===== src/rtl/cgf_pkg.sv =====
`default_nettype none

package cgf_pkg;

  // Filter shape
  localparam int ORDER      = 4;
  localparam int K_W        = (ORDER > 1) ? $clog2(ORDER) : 1;

  // Field widths
  localparam int SAMPLE_W   = 16;
  localparam int POLE_W     = 18;
  localparam int GAIN_W     = 24;
  localparam int OUT_W      = 32;
  localparam int CFG_IDX_W  = 2;
  localparam int CFG_DATA_W = 24;

  // Stage state: signed, STATE_FRAC fraction bits
  localparam int STATE_W    = 40;
  localparam int STATE_FRAC = 8;
  localparam int POLE_FRAC  = 16;
  localparam int DELTA_W    = 42;
  localparam int SUM_W      = DELTA_W + 1;

  // Shared multiplier and accumulator
  localparam int PART_W     = 20;
  localparam int GAIN_HALF  = 12;
  localparam int MUL_W      = PART_W + 1;
  localparam int PROD_W     = 2 * MUL_W;
  localparam int ACC_W      = 82;

  // Square root unit
  localparam int ROOT_W     = 40;
  localparam int RAD_W      = 2 * ROOT_W;
  localparam int REM_W      = ROOT_W + 4;
  localparam int SQRT_ITER  = ROOT_W;

  // Output scaling: gain Q1.23 and state fraction
  localparam int OUT_SHIFT  = 23 + STATE_FRAC;
  localparam int Q_W        = ACC_W - OUT_SHIFT;

  localparam int CNT_W      = 6;

  typedef enum logic [CFG_IDX_W-1:0] {
    CFG_POLE_REAL = 2'd0,
    CFG_POLE_IMAG = 2'd1,
    CFG_GAIN      = 2'd2,
    CFG_ENV_MODE  = 2'd3
  } cfg_idx_t;

  typedef enum logic [2:0] {
    SH_0,
    SH_12,
    SH_20,
    SH_32,
    SH_40
  } pp_shift_t;

  // Upper half of a 40-bit value as a multiplier operand
  function automatic logic signed [MUL_W-1:0] part_hi(input logic [STATE_W-1:0] x,
                                                      input logic is_signed);
    return {is_signed & x[STATE_W-1], x[STATE_W-1:PART_W]};
  endfunction

  // Lower half, always unsigned
  function automatic logic signed [MUL_W-1:0] part_lo(input logic [STATE_W-1:0] x);
    return {1'b0, x[PART_W-1:0]};
  endfunction

  function automatic logic [STATE_W-1:0] abs_state(input logic signed [STATE_W-1:0] x);
    logic [STATE_W-1:0] r;
    r = x[STATE_W-1] ? (~x + 1'b1) : x;
    return r;
  endfunction

  function automatic logic signed [STATE_W-1:0] sat_state(input logic signed [SUM_W-1:0] v);
    logic all_one;
    logic all_zero;
    all_one  = &v[SUM_W-1:STATE_W-1];
    all_zero = ~|v[SUM_W-1:STATE_W-1];
    if (all_one || all_zero) begin
      return v[STATE_W-1:0];
    end else if (v[SUM_W-1]) begin
      return {1'b1, {(STATE_W-1){1'b0}}};
    end else begin
      return {1'b0, {(STATE_W-1){1'b1}}};
    end
  endfunction

  function automatic logic signed [OUT_W-1:0] sat_out(input logic signed [Q_W-1:0] v);
    logic all_one;
    logic all_zero;
    all_one  = &v[Q_W-1:OUT_W-1];
    all_zero = ~|v[Q_W-1:OUT_W-1];
    if (all_one || all_zero) begin
      return v[OUT_W-1:0];
    end else if (v[Q_W-1]) begin
      return {1'b1, {(OUT_W-1){1'b0}}};
    end else begin
      return {1'b0, {(OUT_W-1){1'b1}}};
    end
  endfunction

endpackage

`default_nettype wire


===== src/rtl/complex_gammatone_filter_core.sv =====
`default_nettype none

// Channel  | Ports                                  | Direction | Beat
// ---------+----------------------------------------+-----------+-------------------------------
// input    | in_valid, in_stall, in_sample_in       | in        | one signed 16-bit sample
// result   | out_valid, out_stall, out_filtered     | out       | one signed 32-bit value
// config   | cfg_wr_en, cfg_index, cfg_data         | in        | register write, no read-back
//
// The time from accept to result is longer in envelope mode than in real-part mode; the
// single 21x21 multiplier (two partial products per 40-bit by 18-bit product, four per
// 40-bit by 24-bit product) and the one-bit-per-cycle square root set it.
// in_stall is high from the accept edge until the result is loaded into the output register.
// A finished result waits in the output register while the next sample is taken in.
// rst_n (synchronous) clears all stage state, loads register defaults and drops any result.

module complex_gammatone_filter_core (
  input  wire                                    clk,
  input  wire                                    rst_n,
  input  wire                                    in_valid,
  output logic                                   in_stall,
  input  wire signed [cgf_pkg::SAMPLE_W-1:0]     in_sample_in,
  output logic                                   out_valid,
  input  wire                                    out_stall,
  output logic signed [cgf_pkg::OUT_W-1:0]       out_filtered,
  input  wire                                    cfg_wr_en,
  input  wire        [cgf_pkg::CFG_IDX_W-1:0]    cfg_index,
  input  wire        [cgf_pkg::CFG_DATA_W-1:0]   cfg_data
);
  import cgf_pkg::*;

  typedef enum logic [3:0] {
    S_IDLE,
    S_DR,       // issue the four partials of a*pr - b*pi
    S_DR_FIN,   // last partial lands in the accumulator
    S_RE_UPD,   // add real delta to running value
    S_DI,       // issue the four partials of a*pi + b*pr
    S_DI_FIN,
    S_IM_UPD,   // add imaginary delta, store stage, advance
    S_SQ,       // issue re^2 + im^2 partials
    S_SQ_FIN,
    S_SQRT,     // one root bit per cycle
    S_GN,       // issue value * gain partials
    S_GN_FIN,
    S_OUT       // saturate and hand to output register
  } state_t;

  // Configuration
  logic signed [POLE_W-1:0]    pole_re_r;
  logic signed [POLE_W-1:0]    pole_im_r;
  logic        [GAIN_W-1:0]    gain_r;
  logic                        env_mode_r;

  // Sequencer
  state_t                      state_r, state_nxt;
  logic        [CNT_W-1:0]     cnt_r, cnt_nxt;
  logic        [K_W-1:0]       k_r, k_nxt;

  // Stage state and running value
  logic signed [STATE_W-1:0]   stage_re_r [ORDER];
  logic signed [STATE_W-1:0]   stage_im_r [ORDER];
  logic signed [STATE_W-1:0]   run_re_r, run_re_nxt;
  logic signed [STATE_W-1:0]   run_im_r, run_im_nxt;
  logic                        st_we;

  // Multiplier stage
  logic                        issue;
  logic signed [MUL_W-1:0]     op_a, op_b;
  pp_shift_t                   sh_sel;
  logic                        neg_sel;
  logic signed [PROD_W-1:0]    prod_r;
  pp_shift_t                   pp_sh_r;
  logic                        pp_neg_r;
  logic                        pp_first_r;
  logic                        pp_vld_r;

  // Accumulator
  logic signed [ACC_W-1:0]     acc_r, acc_nxt;
  logic signed [ACC_W-1:0]     pp_ext, pp_term, acc_base;

  // Square root
  logic        [ROOT_W-1:0]    root_r, root_nxt;
  logic        [REM_W-1:0]     rem_r, rem_nxt;
  logic        [REM_W-1:0]     rem_sh, trial, rem_diff;

  // Output register
  logic                        out_valid_r, out_valid_nxt;
  logic signed [OUT_W-1:0]     out_filtered_r, out_filtered_nxt;

  // Shared values
  logic signed [STATE_W-1:0]   pr, pi;
  logic signed [DELTA_W-1:0]   delta;
  logic signed [STATE_W-1:0]   sum_sat;
  logic signed [STATE_W-1:0]   run_sel;
  logic        [STATE_W-1:0]   abs_re, abs_im, sq_x, gn_x;
  logic signed [MUL_W-1:0]     coef_a, coef_b, gain_hi, gain_lo;
  logic signed [STATE_W-1:0]   pole_x;
  logic                        last_k;

  assign in_stall     = (state_r != S_IDLE);
  assign out_valid    = out_valid_r;
  assign out_filtered = out_filtered_r;

  assign pr      = stage_re_r[k_r];
  assign pi      = stage_im_r[k_r];
  assign abs_re  = abs_state(run_re_r);
  assign abs_im  = abs_state(run_im_r);
  assign coef_a  = {{(MUL_W-POLE_W){pole_re_r[POLE_W-1]}}, pole_re_r};
  assign coef_b  = {{(MUL_W-POLE_W){pole_im_r[POLE_W-1]}}, pole_im_r};
  assign gain_hi = {{(MUL_W-GAIN_HALF){1'b0}}, gain_r[GAIN_W-1:GAIN_HALF]};
  assign gain_lo = {{(MUL_W-GAIN_HALF){1'b0}}, gain_r[GAIN_HALF-1:0]};
  assign last_k  = (k_r == K_W'(ORDER - 1));

  // Pole product >> 16, floor: the accumulator never exceeds 58 signed bits here
  assign delta   = acc_r[POLE_FRAC+DELTA_W-1:POLE_FRAC];
  assign run_sel = (state_r == S_IM_UPD) ? run_im_r : run_re_r;
  assign sum_sat = sat_state(SUM_W'(run_sel) + SUM_W'(delta));

  // Square root step: bring down two radicand bits, try root*4+1
  assign rem_sh   = {rem_r[REM_W-3:0], acc_r[RAD_W-1:RAD_W-2]};
  assign trial    = {2'b00, root_r, 2'b01};
  assign rem_diff = rem_sh - trial;

  // Operand selection for the shared multiplier
  always_comb begin
    issue   = 1'b0;
    op_a    = '0;
    op_b    = '0;
    sh_sel  = SH_0;
    neg_sel = 1'b0;
    pole_x  = '0;
    sq_x    = '0;
    gn_x    = '0;
    unique case (state_r)
      S_DR, S_DI: begin
        issue = 1'b1;
        if (state_r == S_DR) begin
          pole_x  = cnt_r[1] ? pi : pr;
          neg_sel = cnt_r[1];
        end else begin
          pole_x  = cnt_r[1] ? pr : pi;
        end
        op_a   = cnt_r[1] ? coef_b : coef_a;
        op_b   = cnt_r[0] ? part_lo(pole_x) : part_hi(pole_x, 1'b1);
        sh_sel = cnt_r[0] ? SH_0 : SH_20;
      end
      S_SQ: begin
        issue = 1'b1;
        sq_x  = cnt_r[2] ? abs_im : abs_re;
        op_a  = cnt_r[1] ? part_lo(sq_x) : part_hi(sq_x, 1'b0);
        op_b  = cnt_r[0] ? part_lo(sq_x) : part_hi(sq_x, 1'b0);
        case (cnt_r[1:0])
          2'd0:    sh_sel = SH_40;
          2'd3:    sh_sel = SH_0;
          default: sh_sel = SH_20;
        endcase
      end
      S_GN: begin
        issue = 1'b1;
        gn_x  = env_mode_r ? root_r : run_re_r;
        op_a  = cnt_r[1] ? part_lo(gn_x) : part_hi(gn_x, ~env_mode_r);
        op_b  = cnt_r[0] ? gain_lo : gain_hi;
        case (cnt_r[1:0])
          2'd0:    sh_sel = SH_32;
          2'd1:    sh_sel = SH_20;
          2'd2:    sh_sel = SH_12;
          default: sh_sel = SH_0;
        endcase
      end
      default: begin
        issue = 1'b0;
      end
    endcase
  end

  // Accumulate the registered partial product
  always_comb begin
    pp_ext = {{(ACC_W-PROD_W){prod_r[PROD_W-1]}}, prod_r};
    unique case (pp_sh_r)
      SH_0:    pp_term = pp_ext;
      SH_12:   pp_term = pp_ext <<< 12;
      SH_20:   pp_term = pp_ext <<< 20;
      SH_32:   pp_term = pp_ext <<< 32;
      SH_40:   pp_term = pp_ext <<< 40;
      default: pp_term = pp_ext;
    endcase
    acc_base = pp_first_r ? '0 : acc_r;
    if (pp_vld_r) begin
      acc_nxt = pp_neg_r ? (acc_base - pp_term) : (acc_base + pp_term);
    end else if (state_r == S_SQRT) begin
      acc_nxt = acc_r <<< 2;
    end else begin
      acc_nxt = acc_r;
    end
  end

  // Sequencer
  always_comb begin
    state_nxt        = state_r;
    cnt_nxt          = cnt_r;
    k_nxt            = k_r;
    run_re_nxt       = run_re_r;
    run_im_nxt       = run_im_r;
    st_we            = 1'b0;
    root_nxt         = root_r;
    rem_nxt          = rem_r;
    out_valid_nxt    = out_valid_r & out_stall;
    out_filtered_nxt = out_filtered_r;
    unique case (state_r)
      S_IDLE: begin
        if (in_valid) begin
          run_re_nxt = STATE_W'(in_sample_in) <<< STATE_FRAC;
          run_im_nxt = '0;
          k_nxt      = '0;
          cnt_nxt    = '0;
          state_nxt  = S_DR;
        end
      end
      S_DR: begin
        cnt_nxt = cnt_r + 1'b1;
        if (cnt_r[1:0] == 2'd3) begin
          cnt_nxt   = '0;
          state_nxt = S_DR_FIN;
        end
      end
      S_DR_FIN: begin
        state_nxt = S_RE_UPD;
      end
      S_RE_UPD: begin
        run_re_nxt = sum_sat;
        state_nxt  = S_DI;
      end
      S_DI: begin
        cnt_nxt = cnt_r + 1'b1;
        if (cnt_r[1:0] == 2'd3) begin
          cnt_nxt   = '0;
          state_nxt = S_DI_FIN;
        end
      end
      S_DI_FIN: begin
        state_nxt = S_IM_UPD;
      end
      S_IM_UPD: begin
        run_im_nxt = sum_sat;
        st_we      = 1'b1;
        if (last_k) begin
          state_nxt = env_mode_r ? S_SQ : S_GN;
        end else begin
          k_nxt     = k_r + 1'b1;
          state_nxt = S_DR;
        end
      end
      S_SQ: begin
        cnt_nxt = cnt_r + 1'b1;
        if (cnt_r[2:0] == 3'd7) begin
          cnt_nxt   = '0;
          state_nxt = S_SQ_FIN;
        end
      end
      S_SQ_FIN: begin
        root_nxt  = '0;
        rem_nxt   = '0;
        state_nxt = S_SQRT;
      end
      S_SQRT: begin
        if (rem_sh >= trial) begin
          rem_nxt  = rem_diff;
          root_nxt = {root_r[ROOT_W-2:0], 1'b1};
        end else begin
          rem_nxt  = rem_sh;
          root_nxt = {root_r[ROOT_W-2:0], 1'b0};
        end
        cnt_nxt = cnt_r + 1'b1;
        if (cnt_r == CNT_W'(SQRT_ITER - 1)) begin
          cnt_nxt   = '0;
          state_nxt = S_GN;
        end
      end
      S_GN: begin
        cnt_nxt = cnt_r + 1'b1;
        if (cnt_r[1:0] == 2'd3) begin
          cnt_nxt   = '0;
          state_nxt = S_GN_FIN;
        end
      end
      S_GN_FIN: begin
        state_nxt = S_OUT;
      end
      S_OUT: begin
        // hold until the previous result is gone
        if (!out_valid_r || !out_stall) begin
          out_filtered_nxt = sat_out(acc_r[ACC_W-1:OUT_SHIFT]);
          out_valid_nxt    = 1'b1;
          state_nxt        = S_IDLE;
        end
      end
      default: begin
        state_nxt = S_IDLE;
      end
    endcase
  end

  // Control state, configuration, stage state and output valid
  always_ff @(posedge clk) begin
    if (!rst_n) begin
      state_r     <= S_IDLE;
      pp_vld_r    <= 1'b0;
      out_valid_r <= 1'b0;
      pole_re_r   <= '0;
      pole_im_r   <= '0;
      gain_r      <= GAIN_W'(24'h800000);
      env_mode_r  <= 1'b0;
      for (int i = 0; i < ORDER; i++) begin
        stage_re_r[i] <= '0;
        stage_im_r[i] <= '0;
      end
    end else begin
      state_r     <= state_nxt;
      pp_vld_r    <= issue;
      out_valid_r <= out_valid_nxt;
      if (st_we) begin
        stage_re_r[k_r] <= run_re_r;
        stage_im_r[k_r] <= run_im_nxt;
      end
      if (cfg_wr_en) begin
        unique case (cfg_idx_t'(cfg_index))
          CFG_POLE_REAL: pole_re_r  <= cfg_data[POLE_W-1:0];
          CFG_POLE_IMAG: pole_im_r  <= cfg_data[POLE_W-1:0];
          CFG_GAIN:      gain_r     <= cfg_data[GAIN_W-1:0];
          CFG_ENV_MODE:  env_mode_r <= cfg_data[0];
          default:       env_mode_r <= env_mode_r;
        endcase
      end
    end
  end

  // Datapath registers
  always_ff @(posedge clk) begin
    cnt_r          <= cnt_nxt;
    k_r            <= k_nxt;
    run_re_r       <= run_re_nxt;
    run_im_r       <= run_im_nxt;
    prod_r         <= op_a * op_b;
    pp_sh_r        <= sh_sel;
    pp_neg_r       <= neg_sel;
    pp_first_r     <= (cnt_r == '0);
    acc_r          <= acc_nxt;
    root_r         <= root_nxt;
    rem_r          <= rem_nxt;
    out_filtered_r <= out_filtered_nxt;
  end

endmodule

`default_nettype wire


===== config.mk =====
export PLATFORM = sky130hd
export DESIGN_NAME = complex_gammatone_filter_core
export DESIGN_NICKNAME = d
export VERILOG_FILES = /design/src/rtl/cgf_pkg.sv /design/src/rtl/complex_gammatone_filter_core.sv
export SDC_FILE = /design/constraint.sdc
export NUM_CORES = 2
export LEC_CHECK = 0
export ABC_AREA = 1
export CORE_MARGIN = 10
export CORE_UTILIZATION = 40
export DETAILED_ROUTE_END_ITERATION = 10
export DONT_BUFFER_PORTS = 1
export GPL_TIMING_DRIVEN = 0
export PLACE_DENSITY = 0.55
export SLEW_MARGIN = 25
export SYNTH_ARGS = -nofsm -noshare
export SYNTH_HDL_FRONTEND = slang
export SYNTH_SLANG_ARGS = --single-unit

===== constraint.sdc =====
create_clock -name clk -period 18.7 [get_ports clk]
set_input_delay 2.805 -clock clk [delete_from_list [all_inputs] [get_ports clk]]
set_output_delay 2.805 -clock clk [all_outputs]
set_load 0.01 [all_outputs]

==> results.cfg <==
[pwr]
worst_ir_drop_vdd_uv = 114
power.density_nw_per_um2 = 193
static_leak_nw = 34.6
finalPower_mw = 14.5

[yosys]
post_synthesis_instance_area_um2 = 69000
synth_top_area_cell = sky130_fd_sc_hd__edfxtp_1
netlist.area_leader.share_pct = 24.5
library_cells_used_by_synthesis = 64
async_s_r_ff_share_synth_pct = 0
syn-instance-count = 9506
postSynthNetCount = 10300
synthFlopType = sky130_fd_sc_hd__edfxtp_1
synth_enable_flop_cells = 564
synth.yosys.seq_area_share_pct = 29.1
post_synth_main_area_contributors = sky130_fd_sc_hd__edfxtp_1 25%, sky130_fd_sc_hd__fa_1 13%, sky130_fd_sc_hd__nand2_1 12%, sky130_fd_sc_hd__inv_1 8.0%, sky130_fd_sc_hd__nor2_1 6.7%
ys.warnings.count = 0
syn-mean-instance-area_um2 = 7.26
ys_ff_latch = 720
yosys-top-cells-count = 2163 x sky130_fd_sc_hd__nand2_1, 1476 x sky130_fd_sc_hd__inv_1, 1227 x sky130_fd_sc_hd__nor2_1, 718 x sky130_fd_sc_hd__o21ai_0, 683 x sky130_fd_sc_hd__a21oi_1
yosys.cell_count.top_type = sky130_fd_sc_hd__nand2_1

[finish]
num-nets-final = 10400
syn_to_final_growth_pct = 9.20
layout.cells.non_filler = 12000
layout_cells_sized_above_1_pct = 4.44
finish.instance_area_um2 = 75300
fillers = 18100

[clock_network]
tritoncts = built
clkSlewWorstSetupHoldPaths_ps = 60
cts-hold-fix-buffers = 0
numClockSinks = 720
ctsRootBufferMaster = sky130_fd_sc_hd__clkbuf_16
cts_buffers = 87
cts-htree-levels = 3
worstSkewPairLatency_ps = 760
clock_tree.buffer_depth = 3
cts_setup_buffers = 0
cts-resized-gates = 0

[floorplan]
io-pin-count = 81
initial_core_util_pct = 40.2
core_region_area_um2 = 172000
floorplan.die.height_um = 435
std_cell_rows = 152
die_w_um = 435
die_area_um2 = 190000

[critical_path]
worstSetupEndpointType = register
criticalPathCategory = reg -> reg
start_kind = register
rr_worst_depth = 34
rr_startpoint = run_re_r[1]
timing.critical_path.slowest_cell_delay_ps = 870
crit_path_max_fanout = 8
worst-r2r-setup-slack_ps = 7470
crit-reg2reg-capture = prod_r[41]
critical_path.slowest_cell = sky130_fd_sc_hd__fa_1
arrival_ps = 11850
timing.critical_path.required_ps = 19320

[global_routing]
grt_pass1_vias = 64700
grt_total_ovfl = 0
grt_pass1_wl_um = 470000
grt_max_degree = 46
grt_antenna_before_repair = 14
grt_use_total_pct = 33.8

[outcome]
run_status = finished, violations left
failed_checks = design-rule violations

[timing]
timing_worst_slew_pin_value_ps = 1170
maxSlewHeadroom_pct = 22.2
finClkSkew_ps = 69.6
final_report_setup_violation_count = 0
final_worst_path_period_need_ps = 11230
final.setup.tns_ps = 0
grt_setup_unrepaired = false
achievable-frequency_ghz = 0.0890
timing.final.crit_share_pct = 60.1
max_slew_violations = 0
final-hold-violation-count = 0
final.hold.worst_slack_ps = 456

[min_path]
hp-class = reg -> reg
hold_path_end = gain_r[14]
worst_hold_stages = 2
hold_path_startpoint = gain_r[14]

[place]
routability_congestion_estimate = 1.03
place_hpwl_um = 273000
placement.io_buffers = 0
place_inst = 11800
dpl_cell_area_um2 = 72400

[drt]
vias = 68700
avgViaCountPerCell = 5.72
drt_drc_violations_left = 1
detail-route-antenna-nets = 0
routed_wire_length_per_instance_um = 27.7
wirelength_um = 333000
first_pass_iters = 9
dr.first_iter.drc_count = 8337

[job]
maxCapViolations = 0
## how the worst max path moves through the flow
| stage | from | endpoint |
|---|---|---|
| after detailed placement | cnt_r[0] | prod_r[41] |
| after global routing | run_re_r[1] | prod_r[41] |
| final | run_re_r[1] | prod_r[41] |
| after floorplan | run_re_r[1] | prod_r[41] |
| after global placement | state_r[2] | stage_im_r[3][23] |
| after CTS | cnt_r[0] | prod_r[41] |
## metal layers
| layer | GRT usage (%) | routed length, um | up-vias |
|---|---|---|---|
| met5 | 0 | 75 | - |
| met4 | 17.1 | 20000 | 6 |
| li1 | - | - | 30900 |
| met2 | 50.1 | 140000 | 3761 |
| met1 | 46.7 | 141000 | 33400 |
| met3 | 6.65 | 31900 | 661 |
## cells by family after synthesis
| group | count (synthesis) | synth area share [%] |
|---|---|---|
| AND/OR/NAND/NOR | 4205 | 25.2 |
| flip-flops | 720 | 29.1 |
| buffers and inverters | 1872 | 10.5 |
| adder cells (fa/ha/maj) | 749 | 18.6 |
| XOR/XNOR | 222 | 2.82 |
| AO/OA/AOI/OAI | 1738 | 13.8 |
## power by group
part | internal (mW) | leakage [nW] | switching, mW | total [mW]
combinational | 2.70 | 26.3 | 7.60 | 10.3
clock | 0.968 | 1.40 | 0.791 | 1.76
sequential | 2.07 | 6.86 | 0.391 | 2.47
total | 5.74 | 34.6 | 8.78 | 14.5
## per-stage QoR
step,setup WS (ps),util (%)
6_report,7470,43.9
4_1_cts,7430,43.9
3_3_place_gp,5680,41.9
5_1_grt,6890,43.9
2_1_floorplan,10410,-
3_5_place_dp,7500,42.2
## registers in the layout (all words and copies together), names as in the netlist, 32 cells and up, named ones only
signal and cells:
rem_r 42, acc_r 82, run_re_r 40, root_r 40
out_filtered 32, stage_im_r 160, run_im_r 40, stage_re_r 160
prod_r 42
## cell type report
cell class	instances	area [um^2]	area share, %
Multi-Input combinational cell	6914	41800	55.5
Clock inverter	45	465	0.618
Tap cell	2310	2890	3.84
Sequential cell	720	20100	26.6
Buffer	359	1580	2.09
Inverter	1513	5680	7.54
Clock buffer	115	2420	3.22
Antenna cell	7	17.5	0.0232
Timing Repair Buffer	22	438	0.581
## placed cells by master (no fill, tap or decap), drive strengths merged, types with 3 or more instances in the layout
cell | Yosys | layout
diode | 0 | 7
a211oi | 6 | 6
nand3b | 26 | 26
ha | 288 | 288
nand3 | 476 | 476
nor2 | 1249 | 1249
o22ai | 20 | 20
o21ai | 779 | 779
o221ai | 57 | 57
a21o | 21 | 21
a21boi | 17 | 17
o21a | 12 | 12
dfxtp | 156 | 156
o21bai | 48 | 48
bufinv | 0 | 3
o211ai | 38 | 38
clkinv | 14 | 45
nand4 | 84 | 84
and2 | 27 | 27
o31ai | 6 | 6
nor3 | 116 | 116
a31o | 3 | 3
inv | 1499 | 1506
a31oi | 33 | 33
nand2 | 2170 | 2170
clkbuf | 240 | 355
clkinvlp | 0 | 4
edfxtp | 564 | 564
and3 | 6 | 6
nor4 | 24 | 24
xnor2 | 91 | 91
or2 | 25 | 25
fa | 461 | 461
a21oi | 690 | 690
xor2 | 131 | 131
buf | 119 | 141
## critical path: cells and delay by family, from the launching register on
kind / cells / cell delay [ps]
AO/OA/AOI/OAI: 4 / 1100
adder cells (fa/ha/maj): 8 / 4550
flip-flops: 1 / 370
XOR/XNOR: 1 / 280
buffers and inverters: 9 / 1980
AND/OR/NAND/NOR: 12 / 2790
Power figures use the tool's default switching activity.
